===== config.mk =====
export PLATFORM = sky130hd
export DESIGN_NAME = speed_driven_audio_ducking
export DESIGN_NICKNAME = d
export VERILOG_FILES = /design/src/hw/rtl/sdad_pkg.sv /design/src/hw/rtl/speed_driven_audio_ducking.sv
export VERILOG_INCLUDE_DIRS = /design/src /design/src/hw/rtl
export SDC_FILE = /design/constraint.sdc
export NUM_CORES = 2
export LEC_CHECK = 0
export BUFFER_PORTS_ARGS = -buffer_cell sky130_fd_sc_hd__buf_2
export CAP_MARGIN = 5
export CORE_ASPECT_RATIO = 1.5
export CORE_MARGIN = 2
export CORE_UTILIZATION = 30
export CTS_CLUSTER_SIZE = 16
export DETAILED_ROUTE_END_ITERATION = 8
export GPL_TIMING_DRIVEN = 0
export HOLD_SLACK_MARGIN = 0.1
export PLACE_DENSITY_LB_ADDON = 0.3
export SYNTH_ARGS = -nofsm -noshare
export SYNTH_HDL_FRONTEND = slang
export SYNTH_SLANG_ARGS = --single-unit

===== constraint.sdc =====
create_clock -name clock -period 13.7 [get_ports clock]
set_input_delay 1.37 -clock clock [delete_from_list [all_inputs] [get_ports clock]]
set_output_delay 1.37 -clock clock [all_outputs]
set_load 0.01 [all_outputs]

===== src/hw/rtl/assert_macros.svh =====
// Assertion helpers for the ducking block.
`ifndef ASSERT_MACROS_SVH
`define ASSERT_MACROS_SVH

`ifndef SYNTH
`define ASSERT_IMPLIES(label, clk, rst, ante, cons) \
   label: assert property (@(posedge clk) disable iff (rst) (ante) |-> (cons)) \
      else $error("assertion failed");
`define ASSERT_NEXT(label, clk, rst, ante, cons) \
   label: assert property (@(posedge clk) disable iff (rst) (ante) |=> (cons)) \
      else $error("assertion failed");
`else
`define ASSERT_IMPLIES(label, clk, rst, ante, cons)
`define ASSERT_NEXT(label, clk, rst, ante, cons)
`endif

`endif


===== src/hw/rtl/sdad_pkg.sv =====
package sdad_pkg;

   typedef logic [15:0] q15_type;
   typedef logic [31:0] ms_type;
   typedef logic [1:0]  csr_index_type;

   localparam int WHEEL_COUNT = 8;
   localparam int USED_WHEELS = (WHEEL_COUNT < 8) ? WHEEL_COUNT : 8;

   localparam logic [31:0] HOLDOFF_MS     = 32'd50;
   localparam logic [15:0] ONE_Q15        = 16'h8000;
   localparam logic [31:0] EXP_STEP_Q30   = 32'd1069455435;
   localparam logic [15:0] SEND_THRESHOLD = 16'd164;
   localparam logic [6:0]  MAX_STEP_MS    = 7'd100;
   localparam logic [19:0] AIR_OFFSET     = 20'd3200;
   localparam logic [19:0] AIR_SPAN       = 20'd60800;
   localparam logic [19:0] ROAD_OFFSET    = 20'd1280;
   localparam logic [19:0] ROAD_SPAN      = 20'd49920;
   localparam logic [17:0] TARGET_CLIP    = 18'd163840;
   localparam logic [3:0]  DIV_STEPS      = 4'd15;

   // reciprocals: ceil(2^33 / 475), ceil(2^33 / 195), ceil(2^20 / 5)
   localparam logic [31:0] AIR_RECIP      = 32'd18084073;
   localparam logic [31:0] ROAD_RECIP     = 32'd44050947;
   localparam logic [31:0] FIFTH_RECIP    = 32'd209716;

   localparam csr_index_type CSR_EFFECT_ENABLED = 2'd0;
   localparam csr_index_type CSR_INTERIOR_DEPTH = 2'd1;
   localparam csr_index_type CSR_EXTERIOR_DEPTH = 2'd2;

   typedef enum logic [4:0] {
      ST_IDLE,
      ST_DECIDE,
      ST_RATIO_WAIT,
      ST_CURVE,
      ST_CURVE_WAIT,
      ST_SQUARE,
      ST_CUBE,
      ST_SHAPE,
      ST_ROAD_SCALE,
      ST_ROAD_ROUND,
      ST_TARGET,
      ST_TARGET_WAIT,
      ST_GAIN,
      ST_GAIN_ROUND,
      ST_ALPHA,
      ST_ALPHA_ROUND,
      ST_APPROACH,
      ST_APPROACH_ROUND,
      ST_SEND,
      ST_RESPOND
   } state_type;

endpackage


===== src/hw/rtl/speed_driven_audio_ducking.sv =====
// Speed-driven media ducking. Each update word gives time, speed, wheel masks and the
// driving and camera flags; the block answers with one word holding the published Q1.15
// intensity, media gain and grounded ratio, plus a send request for the gain. One shared
// multiplier (registered product) forms every product, the constant divisions of the
// speed curves and of the target mix included as reciprocal products, and one shared
// bit-serial divider forms the grounded ratio, all under a sequencer; the block takes
// no new word until the answer has been taken. A reset request or a word skipped by the
// 50 ms holdoff goes straight to the answer; an update that restarts the smoothing skips
// the alpha power loop, and any other update runs that loop once per millisecond of
// time step (step capped at 100 ms). Configuration writes are always taken and belong
// in idle periods.
`include "assert_macros.svh"

module speed_driven_audio_ducking (
   input  logic                   clock,
   input  logic                   reset,
   input  logic                   req_valid,
   output logic                   req_ready,
   input  logic                   req_mode,
   input  sdad_pkg::ms_type       req_now_ms,
   input  logic signed [15:0]     req_speed,
   input  logic [7:0]             req_wheel_seen_mask,
   input  logic [7:0]             req_wheel_grounded_mask,
   input  logic                   req_driving,
   input  logic                   req_interior_view,
   input  logic                   req_send_accepted,
   output logic                   rsp_valid,
   input  logic                   rsp_ready,
   output sdad_pkg::q15_type      rsp_intensity,
   output sdad_pkg::q15_type      rsp_media_gain,
   output sdad_pkg::q15_type      rsp_ground_share,
   output logic                   rsp_interior_flag,
   output logic                   rsp_updated,
   output logic                   rsp_send_valid,
   output sdad_pkg::q15_type      rsp_send_gain,
   input  logic                   csr_valid,
   output logic                   csr_ready,
   input  sdad_pkg::csr_index_type csr_index,
   input  sdad_pkg::q15_type      csr_wdata
);
   import sdad_pkg::*;

   // sequencer and captured word
   state_type state_ff, state_in;
   logic        mode_ff, mode_in;
   ms_type      now_ff, now_in;
   logic [15:0] speed_ff, speed_in;
   logic [7:0]  seen_ff, seen_in;
   logic [7:0]  gnd_ff, gnd_in;
   logic        drv_ff, drv_in;
   logic        intv_ff, intv_in;
   logic        acc_ff, acc_in;

   // configuration
   logic        en_ff;
   q15_type     idepth_ff, edepth_ff;

   // architectural state
   ms_type      prev_tick_ff, prev_tick_in;
   q15_type     s_int_ff, s_int_in;
   q15_type     s_gain_ff, s_gain_in;
   q15_type     ls_gain_ff, ls_gain_in;
   logic        ls_valid_ff, ls_valid_in;
   ms_type      ls_time_ff, ls_time_in;
   logic        restart_ff, restart_in;
   q15_type     pub_int_ff, pub_int_in;
   q15_type     pub_gain_ff, pub_gain_in;
   q15_type     pub_ratio_ff, pub_ratio_in;
   logic        pub_intr_ff, pub_intr_in;
   logic        upd_ff, upd_in;
   logic        sv_ff, sv_in;
   q15_type     sg_ff, sg_in;

   // working registers
   logic        first_ff, first_in;
   logic [6:0]  d_ff, d_in;
   logic [6:0]  k_ff, k_in;
   q15_type     x_ff, x_in;
   logic        road_sel_ff, road_sel_in;
   q15_type     ratio_ff, ratio_in;
   q15_type     air_ff, air_in;
   q15_type     road_ff, road_in;
   q15_type     ti_ff, ti_in;
   q15_type     tg_ff, tg_in;
   logic [30:0] p_ff, p_in;
   q15_type     alpha_ff, alpha_in;
   logic        gain_sel_ff, gain_sel_in;
   logic        neg_ff, neg_in;
   logic [63:0] prod_ff, prod_in;

   // shared multiplier
   logic        mul_en;
   logic [31:0] mul_a, mul_b;
   logic [63:0] mul_p;

   // shared divider: floor((num * 2^15 + low) / den), num < den
   logic        dv_start;
   logic [15:0] dv_num, dv_den;
   logic [14:0] dv_low;
   logic [15:0] dv_rem_ff, dv_rem_in;
   logic [14:0] dv_lowr_ff, dv_lowr_in;
   logic [14:0] dv_quo_ff, dv_quo_in;
   logic [3:0]  dv_cnt_ff, dv_cnt_in;
   logic [15:0] dv_den_ff, dv_den_in;
   logic [16:0] dv_shift;

   // combinational helpers
   logic [16:0] sext, abs_speed;
   logic [19:0] a9, c_off, c_span, c_num;
   logic [3:0]  seen_cnt, gnd_cnt;
   ms_type      delta, send_delta;
   logic        skip, first_now, moved, free_slot;
   logic [63:0] rnd29, rnd14;
   logic [16:0] w_fac;
   logic [17:0] t_num;
   q15_type     depth_sel, depth_sat;
   q15_type     ap_s, ap_t, gdiff;
   logic [16:0] ap_q;
   logic [17:0] ap_r;
   q15_type     ap_res;
   q15_type     tg_now;
   logic [30:0] p_one;

   assign req_ready = (state_ff == ST_IDLE);
   assign rsp_valid = (state_ff == ST_RESPOND);
   assign csr_ready = 1'b1;
   assign rsp_intensity      = pub_int_ff;
   assign rsp_media_gain     = pub_gain_ff;
   assign rsp_ground_share   = pub_ratio_ff;
   assign rsp_interior_flag  = pub_intr_ff;
   assign rsp_updated        = upd_ff;
   assign rsp_send_valid     = sv_ff;
   assign rsp_send_gain      = sg_ff;

   assign mul_p = {32'd0, mul_a} * {32'd0, mul_b};
   assign p_one = 31'h4000_0000;

   // count seen and grounded wheels
   always_comb begin
      seen_cnt = 4'd0;
      gnd_cnt  = 4'd0;
      for (int i = 0; i < USED_WHEELS; i++) begin
         if (seen_ff[i]) begin
            seen_cnt = seen_cnt + 4'd1;
            if (gnd_ff[i]) gnd_cnt = gnd_cnt + 4'd1;
         end
      end
   end

   // speed magnitude, curve operands and rounding sums
   always_comb begin
      sext      = {speed_ff[15], speed_ff};
      abs_speed = speed_ff[15] ? (~sext + 17'd1) : sext;
      a9        = {abs_speed, 3'b000} + {3'b000, abs_speed};
      c_off     = road_sel_ff ? ROAD_OFFSET : AIR_OFFSET;
      c_span    = road_sel_ff ? ROAD_SPAN : AIR_SPAN;
      c_num     = a9 - c_off;
      rnd29     = prod_ff + 64'h2000_0000;
      rnd14     = prod_ff + 64'h4000;
      w_fac     = 17'd98304 - {x_ff, 1'b0};
      t_num     = ({2'b00, air_ff} + {1'b0, air_ff, 1'b0}) + {1'b0, road_ff, 1'b0} + 18'd2;
      depth_sel = intv_ff ? idepth_ff : edepth_ff;
      depth_sat = (depth_sel > ONE_Q15) ? ONE_Q15 : depth_sel;
      tg_now    = ONE_Q15 - rnd14[30:15];
      delta     = now_ff - prev_tick_ff;
      send_delta = now_ff - ls_time_ff;
      skip      = !restart_ff && (prev_tick_ff != 32'd0) && (now_ff >= prev_tick_ff)
                  && (delta < HOLDOFF_MS);
      first_now = (prev_tick_ff == 32'd0) || (now_ff < prev_tick_ff) || restart_ff;
      ap_s      = gain_sel_ff ? s_gain_ff : s_int_ff;
      ap_t      = gain_sel_ff ? tg_ff : ti_ff;
      ap_q      = rnd14[31:15];
      ap_r      = neg_ff ? ({2'b00, ap_s} - {1'b0, ap_q}) : ({2'b00, ap_s} + {1'b0, ap_q});
      if (ap_r[17]) ap_res = 16'd0;
      else if (ap_r[16:0] > {1'b0, ONE_Q15}) ap_res = ONE_Q15;
      else ap_res = ap_r[15:0];
      gdiff     = (s_gain_ff >= ls_gain_ff) ? (s_gain_ff - ls_gain_ff)
                                            : (ls_gain_ff - s_gain_ff);
      moved     = !ls_valid_ff || (gdiff >= SEND_THRESHOLD);
      free_slot = (ls_time_ff == 32'd0) || (now_ff < ls_time_ff) || (send_delta >= HOLDOFF_MS);
   end

   // sequencer: next state, datapath loads, shared unit operands
   always_comb begin
      state_in = state_ff;
      mode_in = mode_ff; now_in = now_ff; speed_in = speed_ff; seen_in = seen_ff;
      gnd_in = gnd_ff; drv_in = drv_ff; intv_in = intv_ff; acc_in = acc_ff;
      prev_tick_in = prev_tick_ff; s_int_in = s_int_ff; s_gain_in = s_gain_ff;
      ls_gain_in = ls_gain_ff; ls_valid_in = ls_valid_ff; ls_time_in = ls_time_ff;
      restart_in = restart_ff; pub_int_in = pub_int_ff; pub_gain_in = pub_gain_ff;
      pub_ratio_in = pub_ratio_ff; pub_intr_in = pub_intr_ff; upd_in = upd_ff;
      sv_in = sv_ff; sg_in = sg_ff;
      first_in = first_ff; d_in = d_ff; k_in = k_ff; x_in = x_ff;
      road_sel_in = road_sel_ff; ratio_in = ratio_ff; air_in = air_ff; road_in = road_ff;
      ti_in = ti_ff; tg_in = tg_ff; p_in = p_ff; alpha_in = alpha_ff;
      gain_sel_in = gain_sel_ff; neg_in = neg_ff;
      mul_en = 1'b0; mul_a = 32'd0; mul_b = 32'd0;
      dv_start = 1'b0; dv_num = 16'd0; dv_low = 15'd0; dv_den = 16'd0;

      case (state_ff)
         ST_IDLE: begin
            // hold a new word
            if (req_valid) begin
               mode_in = req_mode; now_in = req_now_ms; speed_in = req_speed;
               seen_in = req_wheel_seen_mask; gnd_in = req_wheel_grounded_mask;
               drv_in = req_driving; intv_in = req_interior_view;
               acc_in = req_send_accepted;
               state_in = ST_DECIDE;
            end
         end
         ST_DECIDE: begin
            upd_in = 1'b0; sv_in = 1'b0; sg_in = 16'd0;
            if (mode_ff) begin
               // republish unity gain and force a restart
               pub_int_in = 16'd0; pub_gain_in = ONE_Q15;
               sv_in = 1'b1; sg_in = ONE_Q15;
               if (acc_ff) begin
                  ls_gain_in = ONE_Q15; ls_valid_in = 1'b1;
               end
               restart_in = 1'b1;
               state_in = ST_RESPOND;
            end else if (skip) begin
               state_in = ST_RESPOND;
            end else begin
               first_in = first_now;
               d_in = first_now ? 7'd0
                    : ((delta > {25'd0, MAX_STEP_MS}) ? MAX_STEP_MS : delta[6:0]);
               restart_in = 1'b0;
               prev_tick_in = now_ff;
               road_sel_in = 1'b0;
               if (seen_cnt == 4'd0 || gnd_cnt == seen_cnt) begin
                  ratio_in = ONE_Q15;
                  state_in = ST_CURVE;
               end else begin
                  dv_start = 1'b1;
                  dv_num = {12'd0, gnd_cnt};
                  dv_low = {12'd0, seen_cnt[3:1]};
                  dv_den = {12'd0, seen_cnt};
                  state_in = ST_RATIO_WAIT;
               end
            end
         end
         ST_RATIO_WAIT: begin
            if (dv_cnt_ff == 4'd0) begin
               ratio_in = {1'b0, dv_quo_ff};
               state_in = ST_CURVE;
            end
         end
         ST_CURVE: begin
            // clamp ends, scale the middle by 2^15 / span as a reciprocal product
            if (a9 <= c_off) begin
               x_in = 16'd0;
               state_in = ST_SQUARE;
            end else if (c_num >= c_span) begin
               x_in = ONE_Q15;
               state_in = ST_SQUARE;
            end else begin
               mul_en = 1'b1;
               mul_a = road_sel_ff ? {9'd0, c_num[15:0], 7'd0} : {8'd0, c_num[15:0], 8'd0};
               mul_b = road_sel_ff ? ROAD_RECIP : AIR_RECIP;
               state_in = ST_CURVE_WAIT;
            end
         end
         ST_CURVE_WAIT: begin
            x_in = {1'b0, prod_ff[47:33]};
            state_in = ST_SQUARE;
         end
         ST_SQUARE: begin
            mul_en = 1'b1; mul_a = {16'd0, x_ff}; mul_b = {16'd0, x_ff};
            state_in = ST_CUBE;
         end
         ST_CUBE: begin
            mul_en = 1'b1; mul_a = prod_ff[31:0]; mul_b = {15'd0, w_fac};
            state_in = ST_SHAPE;
         end
         ST_SHAPE: begin
            if (road_sel_ff) begin
               road_in = rnd29[45:30];
               state_in = ST_ROAD_SCALE;
            end else begin
               air_in = rnd29[45:30];
               road_sel_in = 1'b1;
               state_in = ST_CURVE;
            end
         end
         ST_ROAD_SCALE: begin
            mul_en = 1'b1; mul_a = {16'd0, road_ff}; mul_b = {16'd0, ratio_ff};
            state_in = ST_ROAD_ROUND;
         end
         ST_ROAD_ROUND: begin
            road_in = rnd14[30:15];
            state_in = ST_TARGET;
         end
         ST_TARGET: begin
            // zero when off or not driving, clip at the top, else divide the mix by five as a reciprocal product
            if (!(en_ff && drv_ff)) begin
               ti_in = 16'd0;
               state_in = ST_GAIN;
            end else if (t_num >= TARGET_CLIP) begin
               ti_in = ONE_Q15;
               state_in = ST_GAIN;
            end else begin
               mul_en = 1'b1; mul_a = {14'd0, t_num}; mul_b = FIFTH_RECIP;
               state_in = ST_TARGET_WAIT;
            end
         end
         ST_TARGET_WAIT: begin
            ti_in = {1'b0, prod_ff[34:20]};
            state_in = ST_GAIN;
         end
         ST_GAIN: begin
            mul_en = 1'b1; mul_a = {16'd0, ti_ff}; mul_b = {16'd0, depth_sat};
            state_in = ST_GAIN_ROUND;
         end
         ST_GAIN_ROUND: begin
            tg_in = tg_now;
            if (first_ff) begin
               s_int_in = ti_ff;
               s_gain_in = tg_now;
               state_in = ST_SEND;
            end else begin
               p_in = p_one;
               k_in = 7'd0;
               state_in = ST_ALPHA;
            end
         end
         ST_ALPHA: begin
            // advance the decay power one millisecond at a time
            if (k_ff == d_ff) begin
               alpha_in = 16'((({1'b0, p_one} - {1'b0, p_ff}) + 32'h4000) >> 15);
               gain_sel_in = 1'b0;
               state_in = ST_APPROACH;
            end else begin
               mul_en = 1'b1; mul_a = {1'b0, p_ff}; mul_b = EXP_STEP_Q30;
               state_in = ST_ALPHA_ROUND;
            end
         end
         ST_ALPHA_ROUND: begin
            p_in = rnd29[60:30];
            k_in = k_ff + 7'd1;
            state_in = ST_ALPHA;
         end
         ST_APPROACH: begin
            neg_in = (ap_t < ap_s);
            mul_en = 1'b1;
            mul_a = {16'd0, (ap_t < ap_s) ? (ap_s - ap_t) : (ap_t - ap_s)};
            mul_b = {16'd0, alpha_ff};
            state_in = ST_APPROACH_ROUND;
         end
         ST_APPROACH_ROUND: begin
            if (gain_sel_ff) begin
               s_gain_in = ap_res;
               state_in = ST_SEND;
            end else begin
               s_int_in = ap_res;
               gain_sel_in = 1'b1;
               state_in = ST_APPROACH;
            end
         end
         ST_SEND: begin
            // publish and raise a throttled send
            pub_ratio_in = ratio_ff; pub_int_in = s_int_ff; pub_gain_in = s_gain_ff;
            pub_intr_in = intv_ff; upd_in = 1'b1;
            if (moved && free_slot) begin
               ls_time_in = now_ff;
               sv_in = 1'b1;
               sg_in = s_gain_ff;
               if (acc_ff) begin
                  ls_gain_in = s_gain_ff; ls_valid_in = 1'b1;
               end
            end
            state_in = ST_RESPOND;
         end
         ST_RESPOND: begin
            if (rsp_ready) state_in = ST_IDLE;
         end
         default: state_in = ST_IDLE;
      endcase

      prod_in = mul_en ? mul_p : prod_ff;
   end

   // shared divider, one quotient bit a cycle
   always_comb begin
      dv_rem_in = dv_rem_ff; dv_lowr_in = dv_lowr_ff; dv_quo_in = dv_quo_ff;
      dv_cnt_in = dv_cnt_ff; dv_den_in = dv_den_ff;
      dv_shift = {dv_rem_ff, dv_lowr_ff[14]};
      if (dv_start) begin
         dv_rem_in = dv_num; dv_lowr_in = dv_low; dv_den_in = dv_den;
         dv_quo_in = 15'd0; dv_cnt_in = DIV_STEPS;
      end else if (dv_cnt_ff != 4'd0) begin
         if (dv_shift >= {1'b0, dv_den_ff}) begin
            dv_rem_in = 16'(dv_shift - {1'b0, dv_den_ff});
            dv_quo_in = {dv_quo_ff[13:0], 1'b1};
         end else begin
            dv_rem_in = dv_shift[15:0];
            dv_quo_in = {dv_quo_ff[13:0], 1'b0};
         end
         dv_lowr_in = {dv_lowr_ff[13:0], 1'b0};
         dv_cnt_in = dv_cnt_ff - 4'd1;
      end
   end

   // control and architectural registers
   always_ff @(posedge clock) begin
      if (reset) begin
         state_ff <= ST_IDLE;
         dv_cnt_ff <= 4'd0;
         en_ff <= 1'b1; idepth_ff <= 16'd0; edepth_ff <= 16'd0;
         prev_tick_ff <= 32'd0; s_int_ff <= 16'd0; s_gain_ff <= ONE_Q15;
         ls_gain_ff <= 16'd0; ls_valid_ff <= 1'b0; ls_time_ff <= 32'd0;
         restart_ff <= 1'b0; pub_int_ff <= 16'd0; pub_gain_ff <= ONE_Q15;
         pub_ratio_ff <= 16'd0; pub_intr_ff <= 1'b0; upd_ff <= 1'b0;
         sv_ff <= 1'b0; sg_ff <= 16'd0;
      end else begin
         state_ff <= state_in;
         dv_cnt_ff <= dv_cnt_in;
         if (csr_valid) begin
            case (csr_index)
               CSR_EFFECT_ENABLED: en_ff <= csr_wdata[0];
               CSR_INTERIOR_DEPTH: idepth_ff <= csr_wdata;
               CSR_EXTERIOR_DEPTH: edepth_ff <= csr_wdata;
               default: ;
            endcase
         end
         prev_tick_ff <= prev_tick_in; s_int_ff <= s_int_in; s_gain_ff <= s_gain_in;
         ls_gain_ff <= ls_gain_in; ls_valid_ff <= ls_valid_in; ls_time_ff <= ls_time_in;
         restart_ff <= restart_in; pub_int_ff <= pub_int_in; pub_gain_ff <= pub_gain_in;
         pub_ratio_ff <= pub_ratio_in; pub_intr_ff <= pub_intr_in; upd_ff <= upd_in;
         sv_ff <= sv_in; sg_ff <= sg_in;
      end
   end

   // working registers
   always_ff @(posedge clock) begin
      mode_ff <= mode_in; now_ff <= now_in; speed_ff <= speed_in; seen_ff <= seen_in;
      gnd_ff <= gnd_in; drv_ff <= drv_in; intv_ff <= intv_in; acc_ff <= acc_in;
      first_ff <= first_in; d_ff <= d_in; k_ff <= k_in; x_ff <= x_in;
      road_sel_ff <= road_sel_in; ratio_ff <= ratio_in; air_ff <= air_in;
      road_ff <= road_in; ti_ff <= ti_in; tg_ff <= tg_in; p_ff <= p_in;
      alpha_ff <= alpha_in; gain_sel_ff <= gain_sel_in; neg_ff <= neg_in;
      prod_ff <= prod_in;
      dv_rem_ff <= dv_rem_in; dv_lowr_ff <= dv_lowr_in; dv_quo_ff <= dv_quo_in;
      dv_den_ff <= dv_den_in;
   end

   `ASSERT_IMPLIES(a_no_take_while_answering, clock, reset, rsp_valid, !req_ready)
   `ASSERT_IMPLIES(a_div_only_when_waiting, clock, reset, dv_cnt_ff != 4'd0, state_ff == ST_RATIO_WAIT)
   `ASSERT_IMPLIES(a_gain_in_range, clock, reset, rsp_valid, rsp_media_gain <= ONE_Q15 && rsp_intensity <= ONE_Q15)
   `ASSERT_IMPLIES(a_reset_send_unity, clock, reset, rsp_valid && rsp_send_valid && !rsp_updated, rsp_send_gain == ONE_Q15)
   `ASSERT_NEXT(a_alpha_steps_bounded, clock, reset, state_ff == ST_ALPHA_ROUND, k_ff <= MAX_STEP_MS)

endmodule

==> flow_summary.json <==
{
  "cts_hold_buffers": 0,
  "status": "finished, violations left",
  "critPathCaptureType": "flip-flop",
  "finalClockSkew_ps": 25.7,
  "clock_sinks": 563,
  "grt_usage_pct": 23.5,
  "crit_top_cell": "fa_1",
  "drc": 0,
  "grt_max_degree": 67,
  "avgSynthCellArea_um2": 9.09,
  "r2r-end": "prod_ff[60]$_DFFE_PP_",
  "grt_pass1_vias": 56600,
  "initialDrtViolationCount": 4429,
  "dr.pass1.iters": 7,
  "place_congestion": 1.01,
  "min_period_over_period_pct": 102,
  "yosysSeqAreaShare_pct": 22.3,
  "area_delta_synth_final_pct": 16.4,
  "violations": "capacitance limit, slew limit, setup timing",
  "relSlewSlack_pct": -1.34,
  "slowest_stage": "clkbuf_1",
  "cap_viol_max_count": 2,
  "vias_per_cell": 5.19,
  "rsz0062_at_grt": "yes",
  "synthDistinctLibCells": 97,
  "wl_per_cell_um": 25.1,
  "cp.required_ps": 14080,
  "crit_type": "flip-flop to flip-flop",
  "dieArea_mm2": 0.221,
  "rows": 209,
  "grt_pass1_wl_mm": 379,
  "crit_arrival_ps": 14420,
  "setup_viol": 10,
  "synth-edff-count": 325,
  "hpwl_mm": 216,
  "powerDensity_mw_per_mm2": 143,
  "yosys_warnings": 0,
  "h-tree-depth": 3,
  "final_nets": 8969,
  "vdd_drop_max_v": 0.000155,
  "numCtsBuffers": 68,
  "antenna_left": 0,
  "startpoint_type": "flip-flop",
  "crit_path_max_fanout": 10,
  "worstMarginPinSlew_ps": 1520,
  "root_buffer": "clkbuf_16",
  "hp-class": "flip-flop to flip-flop",
  "antenna_found_initial": 16,
  "post_dp_cell_area_mm2": 0.0697,
  "fmax_mhz": 71.2,
  "reg2reg_slack_ps": -340,
  "core_mm2": 0.216,
  "power_w": 0.0108,
  "ys.flop_type": "edfxtp_1",
  "grt.overflow.total": 0,
  "cpPeakStageDelay_ps": 950,
  "rr_worst_depth": 41,
  "setup_tns_ps": -1790,
  "crit_start": "air_ff[2]$_DFFE_PP_",
  "drive_gt1_share_pct": 11.4,
  "cts_buffer_depth": 3,
  "die_height_um": 574,
  "synth_seq_cells": 563,
  "final.setup.worst_slack_ps": -342,
  "finish.utilization_pct": 35.1,
  "cts_tree": "yes",
  "report.final.slew_viol_count": 18,
  "wl_mm": 263,
  "endpoint": "prod_ff[60]$_DFFE_PP_",
  "hold_viol_final": 0,
  "dp_slack_ps": -3490,
  "async_reset_ff_share_pct": 0,
  "cts.reportedPaths.clkPinSlew_ps": 60,
  "layout_min_cycle_time_ps": 14040,
  "die_w_um": 384,
  "netlist_area_mm2": 0.0650,
  "fin_area_mm2": 0.0757,
  "insertion_delay_ps": 660,
  "num_vias": 54400,
  "regToRegStartpoint": "air_ff[2]$_DFFE_PP_",
  "start_util_pct": 30.1,
  "io_buffers": 158,
  "synthCells": 7149,
  "ios": 161,
  "p_leak_nw": 33.8
}
cells by family (layout without fill, tap and decap cells):
group                      Yosys count  in the layout  share of synthesized area [%]
AOI/OAI and AO/OA                 1206           1206                           11.9
xor gates and xnor gates           343            343                           4.63
adders and majority gates         1306           1306                           34.6
buffers and inverters             1486           1949                           8.70
DFF                                563            563                           22.3
muxes                              190            190                           2.98
other                                2             19                         0.0116
and+or+nand+nor                   2053           2054                           14.8
worst min path at each step:
stage                                              start                              to  slack, ps  cells past startpoint
after floorplan               dv_quo_ff[14]$_SDFFE_PP0P_      dv_quo_ff[14]$_SDFFE_PP0P_        430                      2
after global routing      rsp_media_gain[5]$_SDFFE_PP0P_  rsp_media_gain[5]$_SDFFE_PP0P_        470                      2
after detailed placement  rsp_interior_flag$_SDFFE_PP0P_  rsp_interior_flag$_SDFFE_PP0P_        450                      2
final                      rsp_send_gain[8]$_SDFFE_PP0P_   rsp_send_gain[8]$_SDFFE_PP0P_        460                      2
after global placement        dv_quo_ff[14]$_SDFFE_PP0P_      dv_quo_ff[14]$_SDFFE_PP0P_        440                      2
after CTS                 rsp_interior_flag$_SDFFE_PP0P_  rsp_interior_flag$_SDFFE_PP0P_        460                      2
per-stage QoR:
stage,instances,hold WS (ps)
2_1_floorplan,7162,427
3_3_place_gp,10200,439
3_5_place_dp,10200,450
4_1_cts,10400,458
5_1_grt,10500,473
6_report,10500,456
placed cells by master (no fill, tap or decap), types with 37 or more instances in the layout:
cell,n
xnor2_1,191
dfxtp_1,238
a21o_1,102
a211oi_1,44
xor2_1,141
or3_1,37
clkbuf_16,78
nand4_1,50
fa_1,789
nand3_1,118
o21ai_0,192
a31oi_1,43
and2_1,141
ha_1,458
o21a_1,57
a22oi_1,40
and3_1,57
buf_12,43
o21bai_1,43
clkbuf_1,211
edfxtp_1,325
mux2i_1,161
buf_4,150
inv_1,1157
nand2_1,717
a21oi_1,383
nor2_1,523
buf_2,166
nor2b_1,46
nor3_1,70
nor4_1,53
nand2b_1,79
where the power goes:
group | switching [W] | total [W] | internal [W]
sequential | 0.000389 | 0.00263 | 0.00225
combinational | 0.00400 | 0.00634 | 0.00234
clock | 0.000785 | 0.00185 | 0.00106
total | 0.00517 | 0.0108 | 0.00565
critical path, delay by kind of cell, from the launching register on:
| family | cells | cell delay, ps |
|---|---|---|
| AO/OA/AOI/OAI | 12 | 3290 |
| XOR/XNOR | 2 | 740 |
| adder cells (fa/ha/maj) | 11 | 5320 |
| buffers and inverters | 7 | 1780 |
| flip-flops | 1 | 440 |
| AND/OR/NAND/NOR | 9 | 2160 |
registers in the layout, indices dropped and copies added (netlist names), 31 cells and up:
signal	flops
prod_ff	61
ls_time_ff	32
now_ff	32
prev_tick_ff	32
p_ff	31
per-layer routing:
layer | GRT usage (%) | share of wire [%]
met2 | 41.1 | 49
met4 | 17.7 | 9.3
met1 | 25.9 | 36
met3 | 3.04 | 5.3
met5 | 0 | 0.027
timing repair:
| action | in CTS | in global routing |
|---|---|---|
| setup buffers | 126 | 56 |
| pin swaps | 129 | 155 |
| gates resized for setup | 437 | 121 |
| cloned | 3 | 0 |
| setup endpoints to repair | 49 | 31 |
synthesized netlist by cell type, types with 46 or more instances:
| library cell | count | share of area, % |
|---|---|---|
| a211oi_1 | 53 | 0.61 |
| a21o_1 | 102 | 1.2 |
| a21oi_1 | 409 | 3.1 |
| a31oi_1 | 46 | 0.44 |
| and2_1 | 143 | 1.4 |
| and3_1 | 59 | 0.57 |
| clkbuf_1 | 234 | 1.4 |
| dfxtp_1 | 238 | 7.3 |
| edfxtp_1 | 325 | 15 |
| fa_1 | 820 | 25 |
| ha_1 | 485 | 9.3 |
| inv_1 | 1181 | 6.8 |
| mux2i_1 | 161 | 2.5 |
| nand2_1 | 725 | 4.2 |
| nand2b_1 | 83 | 0.80 |
| nand3_1 | 120 | 0.92 |
| nand4_1 | 50 | 0.48 |
| nor2_1 | 541 | 3.1 |
| nor2b_1 | 50 | 0.48 |
| nor3_1 | 78 | 0.60 |
| nor4_1 | 54 | 0.52 |
| o21a_1 | 62 | 0.72 |
| o21ai_0 | 208 | 1.6 |
| xnor2_1 | 199 | 2.7 |
| xor2_1 | 143 | 1.9 |
final cells by class:
cell class	count	area [um2]
multi-input combinational	5114	46300
fill	22200	140000
inverter	1182	4440
tap	2848	3560
clock inverter	31	357
buffer	297	1960
antenna	4	10.0
clock buffer	92	1890
timing repair buffer	347	2620
sequential	563	14500
Note: power is estimated with default switching activity, not from simulation.
